**src/rtl/prq_pkg.sv**
```systemverilog
// Shared types and constants of the priority ready queue.
// Used by prq_ctrl, prq_datapath and priority_ready_queue_top; depends on nothing.
`default_nettype none

package prq_pkg;

    // Table geometry
    localparam int DEPTH = 16;
    localparam int IDX_W = (DEPTH > 1) ? $clog2(DEPTH) : 1;
    localparam int CNT_W = $clog2(DEPTH + 1);

    // Item field widths
    localparam int ID_W     = 8;
    localparam int PRIO_W   = 8;
    localparam int LIMIT_W  = 16;
    localparam int STATUS_W = 2;
    localparam int OCC_W    = 5;

    // Request codes
    localparam logic REQ_INSERT = 1'b0;
    localparam logic REQ_REMOVE = 1'b1;

    // Result status codes
    localparam logic [STATUS_W-1:0] STATUS_INSERTED = 2'd0;
    localparam logic [STATUS_W-1:0] STATUS_REMOVED  = 2'd1;
    localparam logic [STATUS_W-1:0] STATUS_EMPTY    = 2'd2;
    localparam logic [STATUS_W-1:0] STATUS_FULL     = 2'd3;

    // One table entry
    typedef struct packed {
        logic [ID_W-1:0]    id;
        logic [PRIO_W-1:0]  prio;
        logic [LIMIT_W-1:0] limit;
    } entry_t;

    // Commands from the controller to the datapath
    typedef struct packed {
        logic                load;       // latch the request fields
        logic                write;      // append the latched entry
        logic                scan_init;  // best := entry 0, scan from entry 1
        logic                scan_step;  // compare one entry against best
        logic                shift;      // close the gap behind the best entry
        logic                emit;       // register a result
        logic [STATUS_W-1:0] code;       // status code of the result
    } prq_cmd_t;

    // Status from the datapath to the controller
    typedef struct packed {
        logic req_type;
        logic full;
        logic empty;
        logic scan_done;
    } prq_stat_t;

endpackage

`default_nettype wire

```
**src/rtl/prq_ctrl.sv**
```systemverilog
// Controller of the priority ready queue: sequences insert and remove requests.
// Depends on prq_pkg; drives prq_datapath through prq_cmd_t.
`default_nettype none

module prq_ctrl (
    input  wire logic              clk,
    input  wire logic              rst_n,
    input  wire logic              start,
    input  wire prq_pkg::prq_stat_t stat,
    output prq_pkg::prq_cmd_t      cmd,
    output logic                   busy
);

    localparam logic [2:0] ST_IDLE  = 3'd0;
    localparam logic [2:0] ST_INS   = 3'd1;
    localparam logic [2:0] ST_REM   = 3'd2;
    localparam logic [2:0] ST_SCAN  = 3'd3;
    localparam logic [2:0] ST_SHIFT = 3'd4;

    logic [2:0] state_reg;
    logic [2:0] state_next;

    // Next state and commands
    always_comb
    begin
        state_next = state_reg;
        cmd        = '0;
        cmd.code   = prq_pkg::STATUS_INSERTED;
        case (state_reg)
            ST_IDLE:
            begin
                if (start)
                begin
                    cmd.load   = 1'b1;
                    state_next = ST_INS;
                end
            end
            ST_INS:
            begin
                // request type is known once latched
                if (stat.req_type == prq_pkg::REQ_REMOVE)
                begin
                    state_next = ST_REM;
                end
                else
                begin
                    cmd.emit   = 1'b1;
                    state_next = ST_IDLE;
                    if (stat.full)
                    begin
                        cmd.code = prq_pkg::STATUS_FULL;
                    end
                    else
                    begin
                        cmd.write = 1'b1;
                        cmd.code  = prq_pkg::STATUS_INSERTED;
                    end
                end
            end
            ST_REM:
            begin
                if (stat.empty)
                begin
                    cmd.emit   = 1'b1;
                    cmd.code   = prq_pkg::STATUS_EMPTY;
                    state_next = ST_IDLE;
                end
                else
                begin
                    cmd.scan_init = 1'b1;
                    state_next    = ST_SCAN;
                end
            end
            ST_SCAN:
            begin
                if (stat.scan_done)
                begin
                    state_next = ST_SHIFT;
                end
                else
                begin
                    cmd.scan_step = 1'b1;
                end
            end
            ST_SHIFT:
            begin
                cmd.shift  = 1'b1;
                cmd.emit   = 1'b1;
                cmd.code   = prq_pkg::STATUS_REMOVED;
                state_next = ST_IDLE;
            end
            default:
            begin
                state_next = ST_IDLE;
            end
        endcase
    end

    // State register
    always_ff @(posedge clk or negedge rst_n)
    begin
        if (!rst_n)
        begin
            state_reg <= ST_IDLE;
        end
        else
        begin
            state_reg <= state_next;
        end
    end

    assign busy = (state_reg != ST_IDLE);

    // A scan only runs on a non-empty table
    a_scan_not_empty: assert property (@(posedge clk) disable iff (!rst_n)
        (state_reg == ST_SCAN) |-> !stat.empty)
        else $error("scan on empty table");

    // Every accepted request reaches a result or a remove path
    a_ins_follows_load: assert property (@(posedge clk) disable iff (!rst_n)
        cmd.load |=> (state_reg == ST_INS))
        else $error("request not decoded after load");

    // A removal result is only produced after a scan
    a_shift_after_scan: assert property (@(posedge clk) disable iff (!rst_n)
        (state_reg == ST_SHIFT) |-> ($past(state_reg) == ST_SCAN))
        else $error("shift without scan");

endmodule

`default_nettype wire

```
**src/rtl/prq_datapath.sv**
```systemverilog
// Datapath of the priority ready queue: entry table, fill count, best-entry scan,
// gap closing and result registers. Depends on prq_pkg; driven by prq_ctrl.
`default_nettype none

module prq_datapath (
    input  wire logic                          clk,
    input  wire logic                          rst_n,
    input  wire prq_pkg::prq_cmd_t             cmd,
    output prq_pkg::prq_stat_t                 stat,
    input  wire logic                          req_type,
    input  wire logic [prq_pkg::ID_W-1:0]      proc_id,
    input  wire logic [prq_pkg::PRIO_W-1:0]    prio,
    input  wire logic [prq_pkg::LIMIT_W-1:0]   run_limit,
    output logic                               done,
    output logic [prq_pkg::STATUS_W-1:0]       status,
    output logic [prq_pkg::ID_W-1:0]           out_id,
    output logic [prq_pkg::PRIO_W-1:0]         out_prio,
    output logic [prq_pkg::LIMIT_W-1:0]        out_limit,
    output logic [prq_pkg::OCC_W-1:0]          occupancy
);

    // Entry table in arrival order
    prq_pkg::entry_t table_reg [prq_pkg::DEPTH];

    // Latched request
    logic            req_reg;
    prq_pkg::entry_t new_reg;

    // Fill count and scan state
    logic [prq_pkg::CNT_W-1:0] fill_reg;
    logic [prq_pkg::CNT_W-1:0] fill_next;
    logic [prq_pkg::CNT_W:0]   scan_idx_reg;
    logic [prq_pkg::IDX_W-1:0] best_idx_reg;
    prq_pkg::entry_t           best_reg;
    prq_pkg::entry_t           cand;
    logic                      cand_better;

    // Result registers
    logic                         done_reg;
    logic [prq_pkg::STATUS_W-1:0] status_reg;
    prq_pkg::entry_t              out_reg;
    logic [prq_pkg::OCC_W-1:0]    occ_reg;

    // Status to the controller
    assign stat.req_type  = req_reg;
    assign stat.full      = (fill_reg == prq_pkg::CNT_W'(prq_pkg::DEPTH));
    assign stat.empty     = (fill_reg == '0);
    assign stat.scan_done = (scan_idx_reg >= {1'b0, fill_reg});

    // Candidate under scan: lower priority wins, then lower limit, else earlier
    assign cand        = table_reg[scan_idx_reg[prq_pkg::IDX_W-1:0]];
    assign cand_better = (cand.prio < best_reg.prio) ||
                         ((cand.prio == best_reg.prio) && (cand.limit < best_reg.limit));

    // Fill count update
    always_comb
    begin
        fill_next = fill_reg;
        if (cmd.write)
        begin
            fill_next = fill_reg + 1'b1;
        end
        else if (cmd.shift)
        begin
            fill_next = fill_reg - 1'b1;
        end
    end

    // Control registers
    always_ff @(posedge clk or negedge rst_n)
    begin
        if (!rst_n)
        begin
            fill_reg     <= '0;
            scan_idx_reg <= '0;
            best_idx_reg <= '0;
            done_reg     <= 1'b0;
        end
        else
        begin
            fill_reg <= fill_next;
            done_reg <= cmd.emit;
            if (cmd.scan_init)
            begin
                scan_idx_reg <= (prq_pkg::CNT_W + 1)'(1);
                best_idx_reg <= '0;
            end
            else if (cmd.scan_step)
            begin
                scan_idx_reg <= scan_idx_reg + 1'b1;
                if (cand_better)
                begin
                    best_idx_reg <= scan_idx_reg[prq_pkg::IDX_W-1:0];
                end
            end
        end
    end

    // Request latch and best entry
    always_ff @(posedge clk)
    begin
        if (cmd.load)
        begin
            req_reg        <= req_type;
            new_reg.id     <= proc_id;
            new_reg.prio   <= prio;
            new_reg.limit  <= run_limit;
        end
        if (cmd.scan_init)
        begin
            best_reg <= table_reg[0];
        end
        else if (cmd.scan_step && cand_better)
        begin
            best_reg <= cand;
        end
    end

    // Table: append at the fill point, or move entries behind the best up one place
    always_ff @(posedge clk)
    begin
        if (cmd.write)
        begin
            table_reg[fill_reg[prq_pkg::IDX_W-1:0]] <= new_reg;
        end
        else if (cmd.shift)
        begin
            for (int k = 0; k < prq_pkg::DEPTH - 1; k++)
            begin
                if (prq_pkg::IDX_W'(k) >= best_idx_reg)
                begin
                    table_reg[k] <= table_reg[k + 1];
                end
            end
        end
    end

    // Result registers
    always_ff @(posedge clk)
    begin
        if (cmd.emit)
        begin
            status_reg <= cmd.code;
            occ_reg    <= prq_pkg::OCC_W'(fill_next);
            if (cmd.code == prq_pkg::STATUS_REMOVED)
            begin
                out_reg <= best_reg;
            end
            else
            begin
                out_reg <= '0;
            end
        end
    end

    assign done      = done_reg;
    assign status    = status_reg;
    assign out_id    = out_reg.id;
    assign out_prio  = out_reg.prio;
    assign out_limit = out_reg.limit;
    assign occupancy = occ_reg;

    // Fill count stays within the table
    a_fill_bound: assert property (@(posedge clk) disable iff (!rst_n)
        fill_reg <= prq_pkg::CNT_W'(prq_pkg::DEPTH))
        else $error("fill count beyond depth");

    // A removal takes out exactly one entry
    a_shift_dec: assert property (@(posedge clk) disable iff (!rst_n)
        cmd.shift |=> (fill_reg == $past(fill_reg) - 1'b1))
        else $error("removal did not decrement fill count");

    // The chosen entry lies inside the valid part of the table
    a_best_valid: assert property (@(posedge clk) disable iff (!rst_n)
        cmd.shift |-> ({1'b0, best_idx_reg} < (prq_pkg::IDX_W + 1)'(fill_reg)))
        else $error("best entry outside valid range");

    // Never append into a full table
    a_no_write_full: assert property (@(posedge clk) disable iff (!rst_n)
        cmd.write |-> !stat.full)
        else $error("write into full table");

endmodule

`default_nettype wire

```
**src/rtl/priority_ready_queue_top.sv**
```systemverilog
// Priority ready queue: insert in arrival order, remove the lowest priority entry
// (ties by lower limit, then earliest). A remove scans the filled entries with one compare per
// cycle; an insert, a refused insert or a remove from an empty table runs no scan.
// busy drops in the cycle that shows done, so the next item can be taken in that cycle;
// the receiver cannot stall. Reset (rst_n low, async) empties the table, idles control.
// Depends on prq_pkg, prq_ctrl and prq_datapath.
`default_nettype none

module priority_ready_queue_top (
    input  wire logic                          clk,
    input  wire logic                          rst_n,
    input  wire logic                          start,
    output logic                               busy,
    input  wire logic                          req_type,
    input  wire logic [prq_pkg::ID_W-1:0]      proc_id,
    input  wire logic [prq_pkg::PRIO_W-1:0]    prio,
    input  wire logic [prq_pkg::LIMIT_W-1:0]   run_limit,
    output logic                               done,
    output logic [prq_pkg::STATUS_W-1:0]       status,
    output logic [prq_pkg::ID_W-1:0]           out_id,
    output logic [prq_pkg::PRIO_W-1:0]         out_prio,
    output logic [prq_pkg::LIMIT_W-1:0]        out_limit,
    output logic [prq_pkg::OCC_W-1:0]          occupancy
);

    prq_pkg::prq_cmd_t  cmd;
    prq_pkg::prq_stat_t stat;

    // Request sequencer
    prq_ctrl u_ctrl (
        .clk   (clk),
        .rst_n (rst_n),
        .start (start),
        .stat  (stat),
        .cmd   (cmd),
        .busy  (busy)
    );

    // Table and result datapath
    prq_datapath u_datapath (
        .clk       (clk),
        .rst_n     (rst_n),
        .cmd       (cmd),
        .stat      (stat),
        .req_type  (req_type),
        .proc_id   (proc_id),
        .prio      (prio),
        .run_limit (run_limit),
        .done      (done),
        .status    (status),
        .out_id    (out_id),
        .out_prio  (out_prio),
        .out_limit (out_limit),
        .occupancy (occupancy)
    );

endmodule

`default_nettype wire

```
**config.mk**
```make
export PLATFORM = sky130hd
export DESIGN_NAME = priority_ready_queue_top
export DESIGN_NICKNAME = d
export VERILOG_FILES = /design/src/rtl/prq_pkg.sv /design/src/rtl/prq_ctrl.sv /design/src/rtl/prq_datapath.sv /design/src/rtl/priority_ready_queue_top.sv
export SDC_FILE = /design/constraint.sdc
export NUM_CORES = 1
export LEC_CHECK = 0
export BUFFER_PORTS_ARGS = -buffer_cell sky130_fd_sc_hd__buf_2
export CAP_MARGIN = 20
export CORE_MARGIN = 3
export CORE_UTILIZATION = 63
export DETAILED_ROUTE_END_ITERATION = 6
export PLACE_DENSITY_LB_ADDON = 0.15
export SLEW_MARGIN = 10
export SYNTH_ARGS = -nofsm -noshare
export SYNTH_HDL_FRONTEND = slang
export SYNTH_HIERARCHICAL = 1
export SYNTH_SLANG_ARGS = --single-unit
```
**constraint.sdc**
```tcl
create_clock -name clk -period 5.5 [get_ports clk]
set_input_delay 1.1 -clock clk [delete_from_list [all_inputs] [get_ports clk]]
set_output_delay 1.1 -clock clk [all_outputs]
set_load 0.02 [all_outputs]
```
==> results of run 1 <==
==> worst max-delay path: stages (launching register included) <==
cell                       delay (ns)
sky130_fd_sc_hd__dfrtp_1         0.47
sky130_fd_sc_hd__inv_1           0.13
sky130_fd_sc_hd__ha_1            0.23
sky130_fd_sc_hd__nand3_1         0.18
sky130_fd_sc_hd__nor2_1          0.24
sky130_fd_sc_hd__nor3_1          0.19
sky130_fd_sc_hd__nand2b_1        0.51
sky130_fd_sc_hd__nor2_4          0.97
sky130_fd_sc_hd__nand2_2         0.50
sky130_fd_sc_hd__o21ai_4         0.47
sky130_fd_sc_hd__buf_12          0.30
==> cell type report <==
type                            count  share of cell area
Tap cell                          615              0.0224
Sequential cell                   635               0.553
Multi-Input combinational cell    915               0.331
Inverter                           31             0.00339
Clock buffer                       94              0.0558
Timing Repair Buffer              137              0.0283
Clock inverter                     27             0.00580
==> routing by layer <==
layer | GRT usage | part of all wire
met4 | 0.106 | 0.033
met5 | 0 | 0
met3 | 0.0769 | 0.099
met1 | 0.442 | 0.39
met2 | 0.500 | 0.48
==> power groups by stage <==
stage / sequential [mW] / clock (mW) / combinational (mW)
floorplan: 6.93 / 0 / 3.56
global placement: 7.15 / 0 / 4.66
detailed placement: 7.18 / 0 / 4.78
CTS: 7.10 / 4.48 / 4.82
global route: 7.18 / 4.67 / 5.16
finish: 7.11 / 4.41 / 4.85
==> synth_stat cells (all sizes together) <==
cell type	instances	area, µm²
and4bb	1	12.5
o211ai	5	42.5
dfrtp	19	475
a21o	5	37.5
a21oi	14	70.1
nand4b	1	8.76
or3	2	12.5
nand4	5	31.3
and3	1	6.26
o41ai	1	8.76
nand2b	9	56.3
o21a	1	7.51
o21ai	24	128
nand2	32	120
nand3b	6	45.0
and4b	1	10.0
nor2	12	45.0
a211o	4	35.0
mux2	512	5770
and2	32	200
nand3	8	40.0
and4	1	8.76
mux2i	2	20.0
clkbuf	76	285
o21bai	4	33.8
or2	1	6.26
nor3	7	40.0
nor4b	2	32.5
or3b	2	20.0
a2111oi	2	17.5
ha	33	413
inv	31	116
xnor2	5	43.8
nand4bb	3	33.8
or2b	1	7.51
buf	57	315
nor2b	4	25.0
o211a	2	20.0
nor4	1	12.5
mux4	159	3580
edfxtp	616	18500
o22ai	6	37.5
xor2	3	26.3
o31ai	1	7.51
==> logic make-up after synthesis <==
kind of cell / Yosys count / share of synthesized area
adders and majority gates: 33 / 0.0134
buffers and inverters: 164 / 0.0233
AOI/OAI and AO/OA: 69 / 0.0145
muxes: 673 / 0.305
DFF: 635 / 0.617
and+or+nand+nor: 132 / 0.0252
xor gates and xnor gates: 8 / 0.00228
==> worst max-delay path by stage <==
stage	slack [ns]	depth (start not counted)	from	to
floorplan	1.21	10	u_datapath/scan_idx_reg[1]	u_datapath/best_reg[0]
global placement	1.08	11	u_datapath/scan_idx_reg[0]	u_datapath/best_reg[24]
detailed placement	1.01	11	u_datapath/scan_idx_reg[0]	u_datapath/best_reg[24]
CTS	0.98	11	u_datapath/scan_idx_reg[0]	u_datapath/best_reg[23]
global route	0.79	11	u_datapath/scan_idx_reg[0]	u_datapath/best_reg[28]
finish	0.98	10	u_datapath/fill_reg[0]	u_datapath/table_reg[4][24]
==> results.toml, run 1 <==
[run_status]
status = "finished clean"

[critical_path]
startpoint_type = "flip-flop"
ff2ff_path_depth = 10
crit_required_ns = 5.79
ff2ff_setup_slack_ns = 0.98
critical_path.reg2reg.endpoint = "u_datapath/table_reg[4][24]"
cp_data_arrival_time_ns = 4.81
worstSetupPathType = "reg2reg"
regToRegStartpoint = "u_datapath/fill_reg[0]"
end_kind = "flip-flop"
cp_max_fo = 21

[detailed_routing]
vias = 17300
detail_route.wirelength_mm = 79.9
drc = 0
first_pass_iters = 6
ant_nets = 0
route.detailed.wl_per_inst_um = 32.5
initialDrtViolationCount = 2101
via_per_inst = 7.06

[timing]
whs_ns = 0.488
layout_setup_ws_ns = 0.977
finClkSkew_ns = 0.0162
hold_viol = 0
report.final.slew_viol_count = 0
finalWorstPathRequiredPeriod_ns = 4.52
min_period_over_period = 0.822
setup_tns_ns = 0
setup-violations-final = 0
timing.fmax_mhz = 221
max_slew.worst_pin.slew_ns = 1.12
slew_headroom = 0.248
rsz_0062_raised_after_global_routing = "false"

[power]
power.total_mw = 16.4
p_comb_frac = 0.296
power.sequential.fraction = 0.434
power_density_mw_per_mm2 = 477
power.share.switching = 0.307
cell_internal_pwr_mw = 11.3
irDropWorstVdd_mv = 0.333
clockPowerShare = 0.269
netSwitchingPower_mw = 5.03
total_leakage_power_nw = 11.5

[flow_run]
maxCapViolations = 0

[synthesis]
syn-instance-count = 1714
synth.yosys.warnings = 6
syn_area_per_cell_um2 = 17.9
postSynthNetCount = 1783
synth_cell_types = 55
post_synth_instance_area_mm2 = 0.0308
synth-seq-area-share = 0.617
postSynthRegisterBits = 635

[clock_tree]
numClockSinks = 635
cts_resized = 0
numCtsBuffers = 68
cts_max_path_buffers = 3
clock_insertion_delay_worst_skew_ns = 0.60
cts_max_level = 3
clk_transition_reported_paths_ns = 0.06
post_cts.repair.setup_buffers = 0
cts_hold_buffers = 0
cts_tree = "built"
clock_tree.root_cell = "sky130_fd_sc_hd__clkbuf_16"

[finish]
commonest_cells_after_routing_fill_and_taps_aside = "sky130_fd_sc_hd__edfxtp_1 (616), sky130_fd_sc_hd__mux2_2 (511), sky130_fd_sc_hd__mux4_2 (159), sky130_fd_sc_hd__buf_2 (76), sky130_fd_sc_hd__clkbuf_16 (73)"
most_common_library_cell_in_the_layout_ignoring_fill_and_taps = "sky130_fd_sc_hd__edfxtp_1"
layout.cell_area.non_filler_mm2 = 0.0343
final-instance-count-excl-fill = 2454
area_grow_syn2layout_pct = 11.5
final_util = 0.716
max_reg_flops = 512
total_area_of_multi_input_combinational_cells_mm2 = 0.0114
insertedDiodeCount = 0
post_route_cells_drive_above_1_share = 0.513
nFillCells = 2909
layout.area.seq_mm2 = 0.0190
design.final.nets = 1857

[place]
dp_hpwl_mm = 46.7
total_placed_cells_including_tap_cells = 2332
rd_place_congestion = 0.905
place_worst_setup_slack_ns = 1.01
place_area_mm2 = 0.0322
io_buffer_count = 76

[grt]
grt_overflow_total = 0
grt_start_max_net_pins = 63
grt_antenna_before_repair = 1
globalRouteTotalUtil = 0.317
grt_pass1_wl_mm = 116
grt_pass1_vias = 17600

[die]
starting_density_of_the_core = 0.642
floorplan.die_area_mm2 = 0.0515
fp.dieH_um = 227
io_pins = 77
die_x_um = 227
fp-row-count = 80
placeableCoreArea_mm2 = 0.0479

[worst_hold_path]
min_path_type = "in2async"
No activity file was read; power rests on OpenSTA's default activity.
==> run 2, diff against run 1 <==
==> constraint.sdc (replaced) <==
create_clock -name clk -period 4.2 [get_ports clk]
set_input_delay 0.84 -clock clk [delete_from_list [all_inputs] [get_ports clk]]
set_output_delay 0.84 -clock clk [all_outputs]
set_load 0.02 [all_outputs]
==> results.toml, run 2 (synthesized netlist as in run 1, its figures left out) <==
[critical_path]
startpoint_type = "flip-flop"
ff2ff_path_depth = 11
cp_data_arrival_time_ns = 4.37
cp_max_fo = 20
timing.critical_path.slowest_cell_delay_ns = 0.56
critical_path.reg2reg.endpoint = "u_datapath/best_reg[17]"
worstSetupPathType = "reg2reg"
list_of_cells_traversed_by_the_critical_path = "buf_12 -> mux4_2 -> mux4_2 -> ha_1 -> and3_1 -> a2111oi_4 -> buf_4 -> o211ai_1 -> o21ai_0 -> a21o_2 -> buf_12"
end_kind = "flip-flop"
ff2ff_setup_slack_ns = 0.12
critPathCapture = "u_datapath/best_reg[17]"
regToRegStartpoint = "u_datapath/scan_idx_reg[0]"
critical-path-slowest-cell = "sky130_fd_sc_hd__dfrtp_4"
worst_setup_path_startpoint = "u_datapath/scan_idx_reg[0]"
crit_required_ns = 4.49

[clock_tree]
numClockSinks = 635
cts_max_path_buffers = 3
clock_insertion_delay_worst_skew_ns = 0.60
cts_tree = "built"
post_cts.repair.setup_buffers = 0
clk_transition_reported_paths_ns = 0.06
clock_tree.root_cell = "sky130_fd_sc_hd__clkbuf_16"
cts_hold_buffers = 0
numCtsBuffers = 68
cts_max_level = 3

[grt]
grt_pass1_wl_mm = 118
grt_start_max_net_pins = 47
grt_antenna_before_repair = 1
globalRouteTotalUtil = 0.318
grt_overflow_total = 0
grt_pass1_vias = 17500

[power]
power.total_mw = 21.8
total_leakage_power_nw = 11.8
irDropWorstVdd_mv = 0.417
power_density_mw_per_mm2 = 626

[timing]
hold_viol = 0
slew_headroom = 0.334
finalWorstPathRequiredPeriod_ns = 4.08
whs_ns = 0.232
setup_tns_ns = 0
layout_setup_ws_ns = 0.115
finClkSkew_ns = 0.0191
max_slew.worst_pin.slew_ns = 0.997
timing.fmax_mhz = 245
rsz_0062_raised_after_global_routing = "false"
min_period_over_period = 0.973
report.final.slew_viol_count = 0
setup-violations-final = 0

[finish]
area_grow_syn2layout_pct = 13.1
final_util = 0.726
design.final.nets = 1889
nFillCells = 2896
commonest_cells_after_routing_fill_and_taps_aside = "sky130_fd_sc_hd__edfxtp_1 (616), sky130_fd_sc_hd__mux2_2 (511), sky130_fd_sc_hd__mux4_2 (159), sky130_fd_sc_hd__buf_2 (76), sky130_fd_sc_hd__clkbuf_16 (71)"
insertedDiodeCount = 0
layout.cell_area.non_filler_mm2 = 0.0348
max_reg_flops = 512
most_common_library_cell_in_the_layout_ignoring_fill_and_taps = "sky130_fd_sc_hd__edfxtp_1"
final-instance-count-excl-fill = 2484
post_route_cells_drive_above_1_share = 0.522

[detailed_routing]
route.detailed.wl_per_inst_um = 32.3
detail_route.wirelength_mm = 80.3
drc = 0
vias = 17500
first_pass_iters = 6
via_per_inst = 7.05
initialDrtViolationCount = 2082
ant_nets = 0

[place]
dp_hpwl_mm = 47.5
total_placed_cells_including_tap_cells = 2364
place_worst_setup_slack_ns = -0.227
rd_place_congestion = 0.841
place_area_mm2 = 0.0326
io_buffer_count = 76

[worst_hold_path]
min_path_type = "in2async"

[die]
placeableCoreArea_mm2 = 0.0479
starting_density_of_the_core = 0.642
floorplan.die_area_mm2 = 0.0515
io_pins = 77
fp.dieH_um = 227
die_x_um = 227
fp-row-count = 80

[run_status]
status = "finished clean"

[flow_run]
maxCapViolations = 0
==> run 2: per-layer routing <==
| metal | vias to the layer above | track usage | part of all wire |
|---|---|---|---|
| li1 | 7126 | - | - |
| met1 | 9133 | 0.461 | 0.39 |
| met2 | 1074 | 0.492 | 0.47 |
| met3 | 185 | 0.0740 | 0.10 |
| met4 | 0 | 0.0988 | 0.032 |
| met5 | - | 0 | 0 |
==> run 2: layout make-up <==
cell class	instances	area (µm²)	area share
clock buffer	96	1930	0.0555
clock inverter	23	209	0.00600
inverter	31	116	0.00334
multi-input combinational	915	11400	0.327
sequential	635	19000	0.545
tap	615	769	0.0221
timing repair buffer	169	1420	0.0407
==> run 2: report_power, final <==
part	internal (mW)	switching (mW)	total [mW]
clock	3.44	2.40	5.83
sequential	8.46	0.815	9.28
combinational	3.22	3.44	6.67
==> run 2: timing repair <==
item | CTS | global route
gates resized for setup | 2 | 1
endpoints found under the setup margin | 36 | 36
pin swaps | 0 | 0
cloned | 0 | 0
==> run 2: worst max-delay path, delay by kind of cell (launching register included) <==
family,cells,cell delay [ns]
compound gates,4,0.96
fa+ha+maj,1,0.29
buf+inv,3,0.63
flops,1,0.56
mux,2,1.03
simple gates,1,0.28
==> run 2: how the worst min path moves through the flow <==
stage                             from  depth (start not counted)  slack, ns                          to
2_1_floorplan  u_datapath/best_reg[24]                          1       0.50        u_datapath/out_id[0]
3_5_place_dp    u_datapath/best_reg[6]                          1       0.54     u_datapath/out_limit[6]
6_report                         rst_n                          1       0.23  u_datapath/best_idx_reg[3]
4_1_cts                          rst_n                          1       0.21  u_datapath/scan_idx_reg[1]
5_1_grt                          rst_n                          1       0.25  u_datapath/scan_idx_reg[1]
3_3_place_gp    u_datapath/best_reg[7]                          1       0.54     u_datapath/out_limit[7]
